--- config.mk ---
export PLATFORM = sky130hd
export DESIGN_NAME = imu_serial_frame_decoder_top_flat
export DESIGN_NICKNAME = d
export VERILOG_FILES = /design/src/hdl/imu_sfd_pkg.sv /design/src/hdl/imu_sfd_if.sv /design/src/hdl/imu_sfd_front.sv /design/src/hdl/imu_sfd_queue.sv /design/src/hdl/imu_sfd_back.sv /design/src/hdl/imu_serial_frame_decoder_top.sv /design/src/flat_wrapper.sv
export SDC_FILE = /design/constraint.sdc
export NUM_CORES = 1
export LEC_CHECK = 0
export BUFFER_PORTS_ARGS = -buffer_cell sky130_fd_sc_hd__buf_2
export CAP_MARGIN = 20
export CORE_MARGIN = 3
export CORE_UTILIZATION = 50
export CTS_CLUSTER_SIZE = 40
export DETAILED_ROUTE_END_ITERATION = 12
export HOLD_SLACK_MARGIN = 0.02
export PLACE_DENSITY = 0.67
export SLEW_MARGIN = 10
export SYNTH_ARGS = -nofsm -noshare
export SYNTH_HDL_FRONTEND = slang
export SYNTH_HIERARCHICAL = 1
export SYNTH_SLANG_ARGS = --single-unit
--- constraint.sdc ---
create_clock -name clk -period 8.15 [get_ports clk]
set_input_delay 1.2225 -clock clk [delete_from_list [all_inputs] [get_ports clk]]
set_output_delay 1.2225 -clock clk [all_outputs]
set_load 0.02 [all_outputs]
--- src/hdl/imu_sfd_pkg.sv ---
// ----------------------------------------------------------------------------
// imu_sfd_pkg
// shared constants and types of the imu serial frame decoder
// ----------------------------------------------------------------------------
package imu_sfd_pkg;

  // frame layout
  localparam logic [7:0] FRAME_HEADER = 8'h55;
  localparam logic [7:0] TYPE_ACCEL   = 8'h51;
  localparam logic [7:0] TYPE_GYRO    = 8'h52;
  localparam logic [7:0] TYPE_ANGLE   = 8'h53;
  localparam logic [3:0] POS_CHECKSUM_PREV = 4'd9;  // position before checksum byte
  localparam logic [3:0] POS_PAYLOAD_FIRST = 4'd1;  // position before first payload byte

  // result kinds
  localparam logic [1:0] KIND_ACCEL = 2'd0;
  localparam logic [1:0] KIND_GYRO  = 2'd1;
  localparam logic [1:0] KIND_ANGLE = 2'd2;

  // widths
  localparam int AXIS_W  = 23;
  localparam int WORD_W  = 16;
  localparam int NUM_WORDS = 4;

  // default depth of the frame queue between front and back
  localparam int QUEUE_DEPTH = 2;

  // one decoded frame waiting for scaling
  typedef struct packed {
    logic [1:0]                         kind;
    logic [NUM_WORDS-1:0][WORD_W-1:0]   words;
  } frame_entry_t;

  // queue status seen by front and back
  typedef struct packed {
    logic full;
    logic not_empty;
  } queue_status_t;

endpackage

--- src/hdl/imu_sfd_if.sv ---
// ----------------------------------------------------------------------------
// imu_sfd_if
// byte and result channels of the imu serial frame decoder
// ----------------------------------------------------------------------------
interface imu_sfd_byte_if;
  logic       valid;
  logic       ready;
  logic [7:0] rx_data;

  modport source (output valid, output rx_data, input ready);
  modport sink   (input valid, input rx_data, output ready);
endinterface

interface imu_sfd_result_if;
  logic               valid;
  logic               ready;
  logic [1:0]         frame_kind;
  logic signed [22:0] axis_x;
  logic signed [22:0] axis_y;
  logic signed [22:0] axis_z;
  logic signed [15:0] temperature;

  modport source (output valid, output frame_kind, output axis_x, output axis_y,
                  output axis_z, output temperature, input ready);
  modport sink   (input valid, input frame_kind, input axis_x, input axis_y,
                  input axis_z, input temperature, output ready);
endinterface

--- src/hdl/imu_sfd_front.sv ---
// ----------------------------------------------------------------------------
// imu_sfd_front
// header hunt, frame assembly, checksum and type classification
// ----------------------------------------------------------------------------
module imu_sfd_front (
  input  logic                        clk,
  input  logic                        rst_n,
  imu_sfd_byte_if.sink                in_ch,
  input  imu_sfd_pkg::queue_status_t  q_stat,
  output logic                        push,
  output imu_sfd_pkg::frame_entry_t   push_entry
);
  import imu_sfd_pkg::*;

  logic        in_frame_r, in_frame_nxt;
  logic [3:0]  pos_r, pos_nxt;
  logic [7:0]  sum_r, sum_nxt;
  logic [7:0]  type_r;
  logic [63:0] payload_r;

  logic        accept;
  logic        last_byte;
  logic        known_type;
  logic [1:0]  kind;

  assign in_ch.ready = !q_stat.full;
  assign accept      = in_ch.valid && in_ch.ready;
  assign last_byte   = in_frame_r && (pos_r == POS_CHECKSUM_PREV);

  always_comb begin
    known_type = 1'b1;
    case (type_r)
      TYPE_ACCEL: kind = KIND_ACCEL;
      TYPE_GYRO:  kind = KIND_GYRO;
      TYPE_ANGLE: kind = KIND_ANGLE;
      default: begin
        kind       = KIND_ACCEL;
        known_type = 1'b0;
      end
    endcase
  end

  assign push             = accept && last_byte && (sum_r == in_ch.rx_data) && known_type;
  assign push_entry.kind  = kind;
  assign push_entry.words = payload_r;

  always_comb begin
    in_frame_nxt = in_frame_r;
    pos_nxt      = pos_r;
    sum_nxt      = sum_r;
    if (accept) begin
      if (!in_frame_r) begin
        if (in_ch.rx_data == FRAME_HEADER) begin
          in_frame_nxt = 1'b1;
          pos_nxt      = 4'd0;
          sum_nxt      = FRAME_HEADER;
        end
      end else if (last_byte) begin
        in_frame_nxt = 1'b0;
        pos_nxt      = 4'd0;
        sum_nxt      = 8'd0;
      end else begin
        pos_nxt = pos_r + 4'd1;
        sum_nxt = sum_r + in_ch.rx_data;
      end
    end
  end

  always_ff @(posedge clk) begin
    if (!rst_n) begin
      in_frame_r <= 1'b0;
      pos_r      <= 4'd0;
      sum_r      <= 8'd0;
    end else begin
      in_frame_r <= in_frame_nxt;
      pos_r      <= pos_nxt;
      sum_r      <= sum_nxt;
    end
  end

  // type byte and payload shift line, little-endian bytes land in order
  always_ff @(posedge clk) begin
    if (accept && in_frame_r && !last_byte) begin
      if (pos_r == 4'd0) begin
        type_r <= in_ch.rx_data;
      end else if (pos_r >= POS_PAYLOAD_FIRST) begin
        payload_r <= {in_ch.rx_data, payload_r[63:8]};
      end
    end
  end

endmodule

--- src/hdl/imu_sfd_queue.sv ---
// ----------------------------------------------------------------------------
// imu_sfd_queue
// short frame queue between front and back
// ----------------------------------------------------------------------------
module imu_sfd_queue #(
  parameter int DEPTH = imu_sfd_pkg::QUEUE_DEPTH
) (
  input  logic                        clk,
  input  logic                        rst_n,
  input  logic                        push,
  input  imu_sfd_pkg::frame_entry_t   push_entry,
  input  logic                        pop,
  output imu_sfd_pkg::frame_entry_t   head_entry,
  output imu_sfd_pkg::queue_status_t  q_stat
);
  import imu_sfd_pkg::*;

  localparam int IDX_W = (DEPTH > 1) ? $clog2(DEPTH) : 1;
  localparam int CNT_W = $clog2(DEPTH + 1);
  localparam logic [IDX_W-1:0] LAST_IDX = IDX_W'(DEPTH - 1);
  localparam logic [CNT_W-1:0] FULL_CNT = CNT_W'(DEPTH);

  frame_entry_t     mem_r [DEPTH];
  logic [IDX_W-1:0] wr_ptr_r, wr_ptr_nxt;
  logic [IDX_W-1:0] rd_ptr_r, rd_ptr_nxt;
  logic [CNT_W-1:0] count_r, count_nxt;
  logic             do_push, do_pop;

  assign q_stat.full      = (count_r == FULL_CNT);
  assign q_stat.not_empty = (count_r != '0);
  assign do_push          = push && !q_stat.full;
  assign do_pop           = pop && q_stat.not_empty;
  assign head_entry       = mem_r[rd_ptr_r];

  always_comb begin
    wr_ptr_nxt = wr_ptr_r;
    rd_ptr_nxt = rd_ptr_r;
    count_nxt  = count_r;
    if (do_push) begin
      wr_ptr_nxt = (wr_ptr_r == LAST_IDX) ? '0 : wr_ptr_r + IDX_W'(1);
    end
    if (do_pop) begin
      rd_ptr_nxt = (rd_ptr_r == LAST_IDX) ? '0 : rd_ptr_r + IDX_W'(1);
    end
    if (do_push && !do_pop) begin
      count_nxt = count_r + CNT_W'(1);
    end else if (do_pop && !do_push) begin
      count_nxt = count_r - CNT_W'(1);
    end
  end

  always_ff @(posedge clk) begin
    if (!rst_n) begin
      wr_ptr_r <= '0;
      rd_ptr_r <= '0;
      count_r  <= '0;
    end else begin
      wr_ptr_r <= wr_ptr_nxt;
      rd_ptr_r <= rd_ptr_nxt;
      count_r  <= count_nxt;
    end
  end

  always_ff @(posedge clk) begin
    if (do_push) begin
      mem_r[wr_ptr_r] <= push_entry;
    end
  end

endmodule

--- src/hdl/imu_sfd_back.sv ---
// ----------------------------------------------------------------------------
// imu_sfd_back
// per-axis scaling and registered result stage
// ----------------------------------------------------------------------------
module imu_sfd_back (
  input  logic                        clk,
  input  logic                        rst_n,
  input  imu_sfd_pkg::frame_entry_t   head_entry,
  input  imu_sfd_pkg::queue_status_t  q_stat,
  output logic                        pop,
  imu_sfd_result_if.source            out_ch
);
  import imu_sfd_pkg::*;

  function automatic logic signed [AXIS_W-1:0] scale_axis(
    input logic [1:0]               k,
    input logic signed [WORD_W-1:0] raw
  );
    logic signed [AXIS_W-1:0]   prod125;
    logic signed [AXIS_W-2:0]   prod45;
    logic signed [AXIS_W-1:0]   res;
    prod125 = AXIS_W'(raw) * $signed(AXIS_W'(125));
    prod45  = (AXIS_W-1)'(raw) * $signed((AXIS_W-1)'(45));
    case (k)
      KIND_ACCEL: res = AXIS_W'(raw);
      KIND_GYRO:  res = prod125;
      KIND_ANGLE: res = AXIS_W'(prod45 >>> 2);  // floor of raw*45/4
      default:    res = '0;
    endcase
    return res;
  endfunction

  logic                     out_valid_r;
  logic [1:0]               kind_r;
  logic signed [AXIS_W-1:0] axis_r [3];
  logic signed [WORD_W-1:0] temp_r;

  assign pop = q_stat.not_empty && (!out_valid_r || out_ch.ready);

  always_ff @(posedge clk) begin
    if (!rst_n) begin
      out_valid_r <= 1'b0;
    end else if (pop) begin
      out_valid_r <= 1'b1;
    end else if (out_ch.ready) begin
      out_valid_r <= 1'b0;
    end
  end

  always_ff @(posedge clk) begin
    if (pop) begin
      kind_r <= head_entry.kind;
      for (int i = 0; i < 3; i++) begin
        axis_r[i] <= scale_axis(head_entry.kind, $signed(head_entry.words[i]));
      end
      temp_r <= (head_entry.kind == KIND_ACCEL) ? $signed(head_entry.words[3]) : '0;
    end
  end

  assign out_ch.valid       = out_valid_r;
  assign out_ch.frame_kind  = kind_r;
  assign out_ch.axis_x      = axis_r[0];
  assign out_ch.axis_y      = axis_r[1];
  assign out_ch.axis_z      = axis_r[2];
  assign out_ch.temperature = temp_r;

endmodule

--- src/hdl/imu_serial_frame_decoder_top.sv ---
// a result passes the frame queue, then the output register, after its checksum byte
// throughput: one byte per cycle unless stalled; at most one result per 11 bytes
// in_ch.ready drops only while the frame queue is full (output stalled)
// reset: synchronous active-low rst_n; hunting for header, queue and output empty
// ----------------------------------------------------------------------------
// imu_serial_frame_decoder_top
// decodes 11-byte imu serial frames into scaled acceleration, rate or angle
// ----------------------------------------------------------------------------
module imu_serial_frame_decoder_top #(
  parameter int QUEUE_DEPTH = imu_sfd_pkg::QUEUE_DEPTH
) (
  input  logic              clk,
  input  logic              rst_n,
  imu_sfd_byte_if.sink      in_ch,
  imu_sfd_result_if.source  out_ch
);
  import imu_sfd_pkg::*;

  // front to queue
  logic          push;
  frame_entry_t  push_entry;

  // queue to back
  logic          pop;
  frame_entry_t  head_entry;
  queue_status_t q_stat;

  // front: hunts for the header, keeps the running sum, and on the checksum
  // byte of a good frame with a known type pushes kind plus raw words
  imu_sfd_front u_front (
    .clk        (clk),
    .rst_n      (rst_n),
    .in_ch      (in_ch),
    .q_stat     (q_stat),
    .push       (push),
    .push_entry (push_entry)
  );

  // short queue so the byte side keeps running while a result waits
  imu_sfd_queue #(
    .DEPTH (QUEUE_DEPTH)
  ) u_queue (
    .clk        (clk),
    .rst_n      (rst_n),
    .push       (push),
    .push_entry (push_entry),
    .pop        (pop),
    .head_entry (head_entry),
    .q_stat     (q_stat)
  );

  // back: constant multiply per axis into the output register, one transfer
  // per cycle while the queue holds frames and the sink keeps ready high
  imu_sfd_back u_back (
    .clk        (clk),
    .rst_n      (rst_n),
    .head_entry (head_entry),
    .q_stat     (q_stat),
    .pop        (pop),
    .out_ch     (out_ch)
  );

endmodule

--- src/flat_wrapper.sv ---
// flat-port wrapper written by rule: the top's interface ports become plain ports
module imu_serial_frame_decoder_top_flat import imu_sfd_pkg::*;
#(
  parameter int QUEUE_DEPTH = imu_sfd_pkg::QUEUE_DEPTH
)
  (clk, rst_n, in_ch_valid, in_ch_rx_data, in_ch_ready, out_ch_valid, out_ch_frame_kind, out_ch_axis_x, out_ch_axis_y, out_ch_axis_z, out_ch_temperature, out_ch_ready);
  imu_sfd_byte_if in_ch_i ();
  imu_sfd_result_if out_ch_i ();
  input  logic clk;
  input  logic rst_n;
  input wire logic [$bits(in_ch_i.valid)-1:0] in_ch_valid;
  input wire logic [$bits(in_ch_i.rx_data)-1:0] in_ch_rx_data;
  output wire logic [$bits(in_ch_i.ready)-1:0] in_ch_ready;
  output wire logic [$bits(out_ch_i.valid)-1:0] out_ch_valid;
  output wire logic [$bits(out_ch_i.frame_kind)-1:0] out_ch_frame_kind;
  output wire logic [$bits(out_ch_i.axis_x)-1:0] out_ch_axis_x;
  output wire logic [$bits(out_ch_i.axis_y)-1:0] out_ch_axis_y;
  output wire logic [$bits(out_ch_i.axis_z)-1:0] out_ch_axis_z;
  output wire logic [$bits(out_ch_i.temperature)-1:0] out_ch_temperature;
  input wire logic [$bits(out_ch_i.ready)-1:0] out_ch_ready;
  assign in_ch_i.valid = in_ch_valid;
  assign in_ch_i.rx_data = in_ch_rx_data;
  assign in_ch_ready = in_ch_i.ready;
  assign out_ch_valid = out_ch_i.valid;
  assign out_ch_frame_kind = out_ch_i.frame_kind;
  assign out_ch_axis_x = out_ch_i.axis_x;
  assign out_ch_axis_y = out_ch_i.axis_y;
  assign out_ch_axis_z = out_ch_i.axis_z;
  assign out_ch_temperature = out_ch_i.temperature;
  assign out_ch_i.ready = out_ch_ready;
  imu_serial_frame_decoder_top #(.QUEUE_DEPTH(QUEUE_DEPTH)) u_core (.clk(clk), .rst_n(rst_n), .in_ch(in_ch_i), .out_ch(out_ch_i));
endmodule
[Word-level counts from Yosys, hierarchy flattened]
Memory sizes are Yosys's and may differ from the RTL's. A register that Yosys moved wholly into a read port is not among the register bits.
Index checks and enable logic that the tools add are counted.
Storage, ports and cells
  register bits: 108
  RAM bits: 201
  input bits: 12
  output and inout bits: 89
  word-level logic and storage cells: 93
  memories kept: 2
Operators by class
  add/sub/neg operators: 6
  $mul: 6
  order comparisons: 1
  equality and inequality tests: 9
  muxes and demuxes: 29
  bitwise logic cells: 1
  reduce and logical (&&, ||, !) cells: 28
Memory list
  u_core.u_queue.mem_r: words 2, bits a word 66, read ports 1, clocked after Yosys merged registers in 1, wr ports 1, RTL line imu_sfd_queue.sv:23  | frame_entry_t mem_r [DEPTH];
  u_core.u_back.axis_r: words 3, bits a word 23, read ports 3, clocked after Yosys merged registers in 0, wr ports 3, RTL line imu_sfd_back.sv:35  | logic signed [AXIS_W-1:0] axis_r [3];
Operators by type and width (number)
  $pmux W23 S3: 3
  $mul A16 B8 Y23 const B: 3
  $mux W23: 3
  $mul A16 B7 Y22 const B: 3
  $eq A8 B7 Y1 const B: 4
  $mux W8: 3
  $mux W1: 14
  $logic_and A1 B1 Y1: 12
  $mux W4: 3
  $add A8 B8 Y8: 1
  $eq A8 B8 Y1: 1
  $reduce_bool A2 Y1: 4
  $logic_not A1 Y1: 5
  $add A4 B1 Y4 const B: 1
  $eq A2 B2 Y1 const B: 2
  $eq A4 B4 Y1 const B: 1
  $ge A4 B1 Y1 const B: 1
  $logic_not A4 Y1: 1
  $mux W2: 2
  $pmux W2 S2: 1
  $reduce_and A2 Y1: 2
  $reduce_and A3 Y1: 1
  $reduce_or A3 Y1: 1
  $add A1 B1 Y1 const B: 2
  6 further kinds: 6

[Depth between registers and ports, before layout]
  word-level depth: 11
  mapped depth: 22

[Hierarchy]
Netlist, hierarchy kept.
Modules (own cells, without submodules)
  imu_sfd_back: times used 1, cells an instance 1921, area an instance 18061.1 µm²
  imu_sfd_queue: times used 1, cells an instance 230, area an instance 5006.1 µm²
  imu_sfd_front: times used 1, cells an instance 197, area an instance 3168.0 µm²

[Least setup slack after synthesis]
No wires, ideal clock.
  kind: input -> register
  start point: in out_ch_ready
  end point: reg u_core.u_queue.count_r[1]
  arrival: 6694 ps
  data required time: 8080 ps
  slack: 1386 ps
  stages: 7
  path buffers: 0
  cells stage by stage: nor2b_1 > nor2b_1 > o21ai_1 > ha_1 > xor2_1 > or3_1 > a21boi_1
Between the ends
  cells in the longest elaborated chain, start to end: 6
  elaborated cells between the ends (all ways): 8
  classes of those cells: 1 x mux; 7 x reduce/logical
RTL lines
  start: declaration: RTL line flat_wrapper.sv:20  | input wire logic [$bits(out_ch_i.ready)-1:0] out_ch_ready;
  $logic_or A1 B1 Y1 *: RTL line imu_sfd_back.sv:38  | assign pop = q_stat.not_empty && (!out_valid_r || out_ch.ready);
  $logic_and A1 B1 Y1 *: RTL line imu_sfd_back.sv:38
  named net u_core.pop: RTL line imu_serial_frame_decoder_top.sv:24  | logic pop;
  $logic_and A1 B1 Y1 *: RTL line imu_sfd_queue.sv:32  | assign do_pop = pop && q_stat.not_empty;
  $logic_not A1 Y1: RTL line imu_sfd_queue.sv:45  | if (do_push && !do_pop) begin
  $logic_and A1 B1 Y1: RTL line imu_sfd_queue.sv:45
  $mux W2 or $reduce_bool A2 Y1 (tied branches)
  end signal: assignment: RTL line imu_sfd_queue.sv:60  | count_r <= count_nxt;
  end: declaration: RTL line imu_sfd_queue.sv:26  | logic [CNT_W-1:0] count_r, count_nxt;
Mark *: on every way through the listed nets, which the timed path passes. The rest lies on a longest branch.
A chain may end at the register's enable or synchronous reset.

==> parameters.txt <==
Parameter                              Value

Finish
  Layout cells sized above 1    about 8.7%
  Final nets    a little over 3000
  Most frequent standard cell in the layout excluding fill and tap cells    inv_1
  Number of diodes    0
  Layout overhead on the synthesized area    9.44%
  Number of filler instances in the final layout    4343
  Commonest non-fill, non-tap cells in the layout    534 x inv_1, 323 x ha_1, 291 x edfxtp_1
  Finished Core Util    55.6%

CTS
  Total setup buffers inserted after CTS    0
  Clock-pin slew on the worst setup and hold paths    approximately 70 ps
  Post-CTS resize count    0
  Clock tree from TritonCTS    yes
  Total CTS buffers    36
  Latest clock arrival within the worst-skew pair    approximately 560 ps
  Clock tree root driver cell    clkbuf_16
  Number of sinks on the clock net    310
  Number of levels in the clock H-tree    2
  CTS max path bufs    3
  Total of hold buffers inserted after clock tree synthesis    0

Critical path
  Kind of end point of the critical path    register
  Critical path class    reg2reg
  Worst path required time    8430 ps
  Arrival time reported for the critical path endpoint    6770 ps
  Critical path launch point type    register
  Internal reg-to-reg setup slack    about 1700 ps
  Biggest fanout along the worst timing path    55

Global routing
  Initial antenna violation count    0
  All-Layer GR Usage    21.6%
  Global-route wire length before repair    96200 um
  Number of global-route vias before repair    18300
  Largest net degree at the start of global routing    67
  Final global-route overflow total    0

Floorplan
  Vertical die dimension    235 um
  Site row count    83
  Chip Width    235 um
  Initial core utilization    50.8%
  Top-Level Pins    101
  Die area    55300 um2
  CORE AREA    a little over 50000 um2

Place
  Number of I/O port buffers    100
  Global placer's final weighted congestion    0.936
  Post-DP HPWL    44600 um
  Pre-CTS worst setup slack    1740 ps

Detailed routing
  DR vias    16900
  Detailed-route wire length    58500 um
  Remaining antenna violation count    0
  Routed wire per std cell    18.4 um
  Drt first pass iters    6
  Detailed-route DRC error count    0
  First-iteration detailed-routing DRC count    914
  Mean number of vias per cell    5.33

Yosys
  #FFs+latches synth    between 300 and 400
  Sequential share of the synthesized area    34.8%
  Net count after synthesis    2923
  Warnings, synthesis    6
  Largest cells by area after synthesis    edfxtp_1 33%, fa_1 18%, ha_1 15%, inv_1 7.6%, xnor2_1 2.5%
  Share of flip-flops with an asynchronous set or reset after synthesis    0%
  Average cell area after synthesis    11.2 um2
  Syn Std Cell Area    26200 um2
  Most frequently used flop master after synthesis    edfxtp_1
  Cell type contributing the most total cell area after synthesis    edfxtp_1
  Number of enable flip-flop cells after synthesis    291
  Yosys top cell area share    33.3%
  Number of cells produced by synthesis    2348
  Number of distinct library cells after synthesis    79

Timing
  Fin Clk Skew    approximately 17 ps
  Hold_ws    434 ps
  Least-Margin Pin Slew    1010 ps
  Number of hold violations in the final report    0
  Fmax    about 150 MHz
  Final critical path time including I/O delays and setup    6480 ps
  Setup total negative slack    0 ps
  Unrepaired setup endpoints after global routing    no
  Worst relative slew slack    32.8%
  Setup violation total in the final timing report    0
  Tcrit/Tclk final    79.5%
  Setup slack of the critical path after layout    1670 ps
  Pins over their slew limit    0

Hold path
  Classification of the worst-slack hold path    reg2reg

Flow run
  Number of violations of the max-capacitance limit    0

Pwr
  Power per standard cell area    115 nW/um2
  Overall Power    0.00329 W
  Largest vdd supply drop    0.000179 V
  Standby leakage power    13.2 nW

Run status
  Result of the run    finished, final reports clean
==> synth_stat cells (16+ instances only) <==
master and instances:
clkbuf_1 22, fa_1 240, o21a_1 17, edfxtp_1 291, o22ai_1 16, and2_1 22, nor3_1 29, nor2b_1 19
mux2_2 27, o21ai_1 48, xnor2_1 75, or3_1 17, nand3_1 22, a211oi_1 17, ha_1 323, a21oi_1 95
dfxtp_1 19, xor2_1 53, o21ai_0 45, mux2i_1 21, nor2_1 84, mux2_1 40, a21o_1 44, inv_1 534
nand2_1 55
==> layout make-up <==
class	instances	area (um2)	share of cell area, %
flip-flops and latches	310	9120	31.8
multi-input cells	1468	15000	52.1
well taps	680	851	2.96
clock buffers	41	920	3.20
inverters	537	2020	7.02
clock inverters	23	241	0.841
repair buffers	112	591	2.06
==> critical path, stage by stage, from the launching register on <==
cell and delay [ps]:
dfxtp_4 870, buf_4 360, mux2_1 460, inv_1 290, fa_1 480, inv_1 100, fa_1 410, fa_1 490
inv_1 50, fa_1 480, inv_1 40, ha_1 310, and2_1 190, a22o_1 230, a41o_1 230, o41ai_2 450
nor2_1 100, a2111oi_0 450, o31ai_1 130
==> flip-flops by register name, indices dropped and copies added (netlist names), named ones only <==
signal                            flops
u_core/u_queue/mem_r                132
u_core/u_front/sum_r                  8
u_core/u_front/type_r                 8
u_core/u_front/payload_r             64
u_core/u_front/in_frame_r             1
u_core/u_back/axis_r                 69
u_core/u_back/out_ch.frame_kind       2
u_core/u_back/out_ch.valid            1
u_core/u_queue/rd_ptr_r               1
u_core/u_back/out_ch.temperature     16
u_core/u_front/pos_r                  4
u_core/u_queue/wr_ptr_r               1
u_core/u_queue/count_r                2
==> per-stage QoR <==
| step | cells | area (um2) |
|---|---|---|
| detailed placement | 3107 | 27600 |
| global route | 3171 | 28700 |
| CTS | 3171 | 28700 |
| floorplan | 2348 | 26200 |
| global placement | 3107 | 27600 |
| finish | 3171 | 28700 |
==> logic make-up after synthesis <==
kind of cell               share of synthesized area, %
buffers and inverters                              8.29
adders and majority gates                          33.7
DFF                                                34.8
xor gates and xnor gates                           4.27
AOI/OAI and AO/OA                                  9.46
muxes                                              3.68
and+or+nand+nor                                    5.82
==> metal layers <==
metal | vias up | global-route usage [%] | routed length (um)
li1 | 8107 | - | -
met1 | 8300 | 28.7 | 25900
met2 | 405 | 36.5 | 27900
met3 | 97 | 3.59 | 3120
met4 | 0 | 6.46 | 1560
met5 | - | 0 | 0
==> report_power, final <==
part / switching (W) / total [W] / leakage (nW) / internal [W]
logic: 0.0000112 / 0.0000172 / 9.86 / 0.00000605
registers: 0.000000105 / 0.00172 / 2.78 / 0.00172
clock network: 0.000669 / 0.00156 / 0.549 / 0.000892
==> worst paths after layout <==
check,startpoint,end,cells after the start
setup reg to reg,register,u_core/u_back/axis_r[0][20]$_DFFE_PP_,18
setup / recovery,register,u_core/u_back/axis_r[0][20]$_DFFE_PP_,18
hold reg to reg,u_core/u_front/payload_r[4]$_DFFE_PP_,u_core/u_queue/mem_r[0][4]$_DFFE_PP_,0
hold / removal,u_core/u_front/payload_r[4]$_DFFE_PP_,u_core/u_queue/mem_r[0][4]$_DFFE_PP_,0
Power figures use the tool's default switching activity.
